File: config.mk
export PLATFORM = sky130hd
export DESIGN_NAME = sorted_priority_queue_core
export DESIGN_NICKNAME = d
export VERILOG_FILES = /design/src/design/spq_pkg.sv /design/src/design/spq_cell.sv /design/src/design/sorted_priority_queue_core.sv
export SDC_FILE = /design/constraint.sdc
export NUM_CORES = 2
export LEC_CHECK = 0
export BUFFER_PORTS_ARGS = -buffer_cell sky130_fd_sc_hd__buf_4
export CELL_PAD_IN_SITES_DETAIL_PLACEMENT = 1
export CELL_PAD_IN_SITES_GLOBAL_PLACEMENT = 2
export CORE_MARGIN = 2
export CORE_UTILIZATION = 42
export DETAILED_ROUTE_END_ITERATION = 7
export GPL_ROUTABILITY_DRIVEN = 0
export PLACE_DENSITY = 0.84
export SYNTH_ARGS = -nofsm -noshare
export SYNTH_HDL_FRONTEND = slang
export SYNTH_SLANG_ARGS = --single-unit
export TNS_END_PERCENT = 50
File: constraint.sdc
create_clock -name clk -period 5.75 [get_ports clk]
set_clock_uncertainty 0.1 [all_clocks]
set_input_delay 0.2875 -clock clk [delete_from_list [all_inputs] [get_ports clk]]
set_output_delay 0.2875 -clock clk [all_outputs]
set_load 0.1 [all_outputs]
File: src/design/spq_pkg.sv
`timescale 1ns / 1ps
`default_nettype none
// ----------------------------------------------------------------------------
// spq_pkg
// Shared types and constants for the sorted priority queue core.
// ----------------------------------------------------------------------------
package spq_pkg;

	// Width of one stored value and of the reported count
	localparam int DATA_W      = 32;
	localparam int CNT_OUT_W   = 5;

	// Default number of cells in the chain
	localparam int DEF_CAPACITY = 16;

	// Value returned by an extract on an empty queue
	localparam logic signed [DATA_W-1:0] EMPTY_VALUE = -32'sd1;

	// Result status codes
	typedef enum logic [1:0] {
		ST_OK    = 2'd0,
		ST_EMPTY = 2'd1,
		ST_FULL  = 2'd2
	} status_t;

	// Per-cycle command broadcast to every cell
	typedef struct packed {
		logic ins;   // insert the broadcast item
		logic ext;   // shift toward the head
	} cell_ctrl_t;

endpackage
`default_nettype wire

File: src/design/spq_cell.sv
`timescale 1ns / 1ps
`default_nettype none
// ----------------------------------------------------------------------------
// spq_cell
// One slot of the sorted chain: holds a value, compares it to the broadcast
// item and takes its own, the item, or a neighbor's value.
// ----------------------------------------------------------------------------
module spq_cell (
	input  wire                                    clk,
	input  spq_pkg::cell_ctrl_t                    ctrl,
	input  wire logic signed [spq_pkg::DATA_W-1:0] item,
	input  wire                                    occupied,
	input  wire                                    prev_stay,
	input  wire logic signed [spq_pkg::DATA_W-1:0] prev_val,
	input  wire logic signed [spq_pkg::DATA_W-1:0] next_val,
	output logic                                   stay,
	output logic signed [spq_pkg::DATA_W-1:0]      val
);

	logic signed [spq_pkg::DATA_W-1:0] val_q;
	logic signed [spq_pkg::DATA_W-1:0] ins_val;

	// Keep the slot when it holds a value no smaller than the item
	assign stay = occupied && (val_q >= item);

	// Pick the insert value: own, the new item at the boundary, or shift down
	always_comb begin
		priority if (stay) begin
			ins_val = val_q;
		end else if (prev_stay) begin
			ins_val = item;
		end else begin
			ins_val = prev_val;
		end
	end

	// Hold, insert or advance toward the head
	always_ff @(posedge clk) begin
		priority if (ctrl.ins) begin
			val_q <= ins_val;
		end else if (ctrl.ext) begin
			val_q <= next_val;
		end
	end

	assign val = val_q;

endmodule
`default_nettype wire

File: src/design/sorted_priority_queue_core.sv
`timescale 1ns / 1ps
`default_nettype none
// ----------------------------------------------------------------------------
// sorted_priority_queue_core
// Max-priority queue held as a descending chain of compare-and-shift cells.
//
//   channel | signals                              | direction
//   --------+--------------------------------------+----------
//   in      | in_valid, in_ready, req_type, value  | into core
//   out     | out_valid, out_ready, max_value,     | out of core
//           | status, is_empty, count              |
//
// One word is taken per cycle while the output register is free or draining;
// its result appears in the output register on the next cycle. All cells
// compare against the item in parallel and shift in the same edge.
// A new word is taken while a result waits, as long as that result leaves.
// Reset clears occupancy and out_valid only; cells are undefined until written.
// ----------------------------------------------------------------------------
module sorted_priority_queue_core #(
	parameter int CAPACITY = spq_pkg::DEF_CAPACITY
) (
	input  wire                                    clk,
	input  wire                                    arst_n,
	input  wire                                    in_valid,
	output logic                                   in_ready,
	input  wire                                    req_type,
	input  wire logic signed [spq_pkg::DATA_W-1:0] value,
	output logic                                   out_valid,
	input  wire                                    out_ready,
	output logic signed [spq_pkg::DATA_W-1:0]      max_value,
	output logic [1:0]                             status,
	output logic                                   is_empty,
	output logic [spq_pkg::CNT_OUT_W-1:0]          count
);

	localparam int CW = $clog2(CAPACITY + 1);

	logic [CW-1:0]                      cnt_q;
	logic [CW-1:0]                      cnt_next;
	logic                               accept;
	logic                               full;
	logic                               empty;
	spq_pkg::cell_ctrl_t                ctrl;
	logic [CAPACITY-1:0]                stay;
	logic signed [spq_pkg::DATA_W-1:0]  cell_val [CAPACITY];

	logic                               out_valid_q;
	logic signed [spq_pkg::DATA_W-1:0]  max_value_q;
	spq_pkg::status_t                   status_q;
	logic                               is_empty_q;
	logic [CW-1:0]                      cnt_out_q;
	logic signed [spq_pkg::DATA_W-1:0]  max_next;
	spq_pkg::status_t                   status_next;
	logic [CW+spq_pkg::CNT_OUT_W-1:0]   cnt_wide;

	// Take a word whenever the output register is free or draining
	assign in_ready = !out_valid_q || out_ready;
	assign accept   = in_valid && in_ready;
	assign full     = (cnt_q == CW'(CAPACITY));
	assign empty    = (cnt_q == '0);

	assign ctrl.ins = accept && !req_type && !full;
	assign ctrl.ext = accept && req_type && !empty;

	// Build the chain of cells
	for (genvar i = 0; i < CAPACITY; i++) begin : g_cell
		localparam logic [CW-1:0] IDX = CW'(i);
		logic                              prev_stay;
		logic signed [spq_pkg::DATA_W-1:0] prev_val;
		logic signed [spq_pkg::DATA_W-1:0] next_val;

		if (i == 0) begin : g_head
			assign prev_stay = 1'b1;
			assign prev_val  = value;
		end else begin : g_body
			assign prev_stay = stay[i-1];
			assign prev_val  = cell_val[i-1];
		end

		if (i == CAPACITY - 1) begin : g_tail
			assign next_val = cell_val[i];
		end else begin : g_inner
			assign next_val = cell_val[i+1];
		end

		spq_cell u_cell (
			.clk       (clk),
			.ctrl      (ctrl),
			.item      (value),
			.occupied  (IDX < cnt_q),
			.prev_stay (prev_stay),
			.prev_val  (prev_val),
			.next_val  (next_val),
			.stay      (stay[i]),
			.val       (cell_val[i])
		);
	end

	// Form the result of the accepted word
	always_comb begin
		cnt_next    = cnt_q;
		max_next    = '0;
		status_next = spq_pkg::ST_OK;
		priority if (!req_type && full) begin
			status_next = spq_pkg::ST_FULL;
		end else if (!req_type) begin
			cnt_next = cnt_q + CW'(1);
		end else if (empty) begin
			max_next    = spq_pkg::EMPTY_VALUE;
			status_next = spq_pkg::ST_EMPTY;
		end else begin
			max_next = cell_val[0];
			cnt_next = cnt_q - CW'(1);
		end
	end

	// Track occupancy
	always_ff @(posedge clk or negedge arst_n) begin
		if (!arst_n) begin
			cnt_q <= '0;
		end else if (accept) begin
			cnt_q <= cnt_next;
		end
	end

	// Hold the output valid flag
	always_ff @(posedge clk or negedge arst_n) begin
		if (!arst_n) begin
			out_valid_q <= 1'b0;
		end else if (accept) begin
			out_valid_q <= 1'b1;
		end else if (out_ready) begin
			out_valid_q <= 1'b0;
		end
	end

	// Load the result word
	always_ff @(posedge clk) begin
		if (accept) begin
			max_value_q <= max_next;
			status_q    <= status_next;
			is_empty_q  <= (cnt_next == '0);
			cnt_out_q   <= cnt_next;
		end
	end

	// Report count modulo the output width
	assign cnt_wide  = {{spq_pkg::CNT_OUT_W{1'b0}}, cnt_out_q};
	assign out_valid = out_valid_q;
	assign max_value = max_value_q;
	assign status    = status_q;
	assign is_empty  = is_empty_q;
	assign count     = cnt_wide[spq_pkg::CNT_OUT_W-1:0];

	// Occupancy never passes the number of cells
	a_cnt_bound: assert property (@(posedge clk) disable iff (!arst_n)
		cnt_q <= CW'(CAPACITY))
		else $error("occupancy above capacity");

	// The two head cells stay in descending order
	a_sorted: assert property (@(posedge clk) disable iff (!arst_n)
		(cnt_q >= CW'(2)) |-> (cell_val[0] >= cell_val[1]))
		else $error("head cells out of order");

	// A successful extract drops occupancy by one
	a_ext_cnt: assert property (@(posedge clk) disable iff (!arst_n)
		ctrl.ext |=> (cnt_q == $past(cnt_q) - CW'(1)))
		else $error("extract did not shrink occupancy");

	// An empty-extract result reports the sentinel and an empty queue
	a_empty_res: assert property (@(posedge clk) disable iff (!arst_n)
		(out_valid_q && status_q == spq_pkg::ST_EMPTY) |->
		(is_empty_q && max_value_q == spq_pkg::EMPTY_VALUE))
		else $error("empty extract result malformed");

	// A rejected insert leaves the queue full
	a_full_res: assert property (@(posedge clk) disable iff (!arst_n)
		(out_valid_q && status_q == spq_pkg::ST_FULL) |->
		(cnt_out_q == CW'(CAPACITY) && max_value_q == '0))
		else $error("full reject result malformed");

endmodule
`default_nettype wire
==> flow_summary.ini <==
[placed_design]
post-place-cells = 4611
hpwlAfterDp_microns = 101000
dpl_cell_area_sq_mm = 0.0398
port-buffer-count = 78

[power]
p_per_area_mw_per_mm2 = 365
p_comb_frac = 0.325
switching_share = 0.374
peakVddDrop_v = 0.000295
clockPowerShare = 0.279
power.total_w = 0.0155
p_seq_frac = 0.396
power_leakage_nw = 16.4
intPower_w = 0.00967
p_switching_w = 0.00578

[clocking]
clkTransAtPathRegs_ns = 0.06
clock_path_buffers = 3
cts_root_buffer = clkbuf_16
cts_made_buffers = 70
cts.sinks = 558
cts_tree = yes
clk_latency_ns = 0.63
post_cts_buffers = 0
h-tree-depth = 3
cts-resized-gates = 0

[synth]
yosysTopAreaCell = edfxtp_1
synth_top_family_by_area = compound AO/OA/AOI/OAI gates
synth_compound_area_frac = 0.226
synth_async_sr_flop_share = 0.0108
synth_area_leaders = edfxtp_1 (44%), ha_1 (17%), a221o_1 (9.6%), a21oi_1 (5.3%), nand2_1 (3.9%)
yosysUniqueCellTypes = 79
synth_edf_count = 552
yosysMostFrequentCell = edfxtp_1
synth_seq_cells = 558
synthMuxAreaShare = 0.0112
ys.warnings.count = 0
synthXorXnorAreaFrac = 0.00116
synth_top_area_share = 0.439
yosys-top-cells-count = edfxtp_1 (552), ha_1 (515), a21oi_1 (401), nand2_1 (390), a221o_1 (361)
ys_seq_area_frac = 0.443
syn-num-nets = 4034
synth_flop_cell = edfxtp_1
synth_adder_area_share = 0.171
synth_cells = 3482
syn_area_sq_mm = 0.0378
yosys.area_share.simple = 0.117
syn_area_per_cell_sq_um = 10.8

[timing]
fin_crit_sh = 0.813
fin_crit_ns = 4.67
hold_viol_final = 0
tns_ns = 0
relSlewSlack = 0.233
worst_slew_pin_slew_ns = 1.15
clock.fmax_mhz = 214
setup_viol = 0
slew_violations = 0
grt_setup_unrepaired = false

[run_status]
status = finished clean

[die]
die_x_microns = 304
fp.dieH_microns = 304
dieArea_sq_mm = 0.0923
rows = 109
core_sq_mm = 0.0888
initial_utilization = 0.425
pin_count = 79

[global_route]
grt_start_max_net_pins = 71
globalRoute.totalOverflow = 0
antenna_found_initial = 0
grtUsageTotal = 0.284
grt_pass1_wl_microns = 203000
grt_pass1_vias = 32100

[layout]
finalNonFillerCells = 4770
final-seq-area_sq_mm = 0.0167
final_area_sq_mm = 0.0423
area_delta_synth_final_pct = 12.1
final_nets = 4105
n_fill_cell = 9512
diodes = 0
drive_above_1_share = 0.0949
multi_input_area_sq_mm = 0.0200

[min_path]
hp-class = in2reg

[worst_setup_path]
required_ns = 5.90
cp_data_arrival_time_ns = 4.82
path_max_fanout = 33
cp-start-kind = input port
worst-setup-path-type = in2reg
critPathCaptureType = flip-flop

[routing]
vias_per_cell = 6.60
firstDrtPassIters = 5
totalWireLength_microns = 133000
vias = 31500
wl_per_cell_microns = 28.0
drtAntennaViolNets = 0
drt_iter0_drc = 2913
drc = 0

[job]
drv_cap = 0
through the flow:
stage | worst slack (ns) | utilization | hold WS, ns
finish | 1.08 | 0.477 | 0.189
global route | 0.932 | 0.477 | 0.204
CTS | 1.04 | 0.477 | 0.169
detailed placement | 0.956 | 0.449 | 0.00451
global placement | 1.05 | 0.449 | 0.00532
floorplan | 0.116 | - | -0.108
cell usage in the layout, fill, tap and decap left out, types with 26 or more instances in the layout:
| cell type | instances |
|---|---|
| clkbuf_16 | 72 |
| nand4_1 | 78 |
| o211ai_1 | 43 |
| a21o_1 | 42 |
| mux2_2 | 35 |
| inv_1 | 65 |
| and2_1 | 127 |
| nand3_1 | 70 |
| nor2_1 | 121 |
| ha_1 | 515 |
| a22oi_1 | 34 |
| dlygate4sd3_1 | 35 |
| o21a_1 | 45 |
| o221ai_1 | 36 |
| a221o_1 | 361 |
| nor3_1 | 27 |
| nand2b_1 | 26 |
| nand2_1 | 390 |
| o21ai_0 | 102 |
| buf_4 | 166 |
| edfxtp_1 | 552 |
| a21oi_1 | 401 |
worst paths after layout:
check,from,slack [ns],to,cells after the start
max in group asynchronous,arst_n,4.78,cnt_q[2],3
worst min-delay path,value[0],0.19,g_cell[15].u_cell.val[0],2
min in group asynchronous,arst_n,0.53,cnt_q[4],3
worst max-delay path,value[26],1.08,g_cell[2].u_cell.val[3],13
worst max register to register,g_cell[2].u_cell.val[27],1.56,g_cell[2].u_cell.val[3],10
worst min register to register,g_cell[12].u_cell.val[0],0.49,g_cell[13].u_cell.val[0],1
state kept, by name, summed over array words and instances (netlist names):
name and count:
cnt_q 5, out_valid 1, status 2, is_empty 1, count 5, g_cell.u_cell.val 512, max_value 32
kinds of logic (layout without fill, tap and decap cells):
group           after synthesis  count (layout)
simple gates                921             921
compound gates             1170            1170
flops                       558             558
xor+xnor                      5               5
mux                          38              38
buf+inv                     275             398
fa+ha+maj                   515             515
worst max-delay path, stage by stage:
cell and delay [ns]:
dlygate4sd3_1 0.54, buf_4 0.15, inv_1 0.64, ha_1 0.28
nand4_1 0.22, nor4_1 0.96, a211oi_1 0.20, and3_1 0.27
o21ai_2 0.11, buf_4 0.37, and3_1 0.24, nand2b_1 0.10
buf_4 0.40
per-layer routing:
layer,vias to the layer above,track usage,part of all wire
li1,14100,-,-
met1,16000,0.403,0.45
met2,1171,0.461,0.47
met3,189,0.0304,0.062
met4,0,0.0804,0.025
met5,-,0,0
power groups by stage:
stage,clock network [W],logic (W),registers [W]
4_1_cts,0.00436,0.00499,0.00609
2_1_floorplan,0,0.00323,0.00608
6_report,0.00431,0.00502,0.00612
3_3_place_gp,0,0.00478,0.00615
3_5_place_dp,0,0.00493,0.00617
5_1_grt,0.00450,0.00548,0.00618
cell type report:
class / count / share of cell area
repair buffers: 208 / 0.0410
flip-flops and latches: 558 / 0.395
clock buffers: 96 / 0.0449
multi-input cells: 2649 / 0.473
well taps: 1165 / 0.0344
clock inverters: 28 / 0.00556
inverters: 66 / 0.00585
what timing repair did:
action	4_1_cts	5_1_grt
endpoints found under the hold margin	38	0
setup endpoints to repair	0	0
hold buffers	35	0
(Power assumes the default switching activity.)
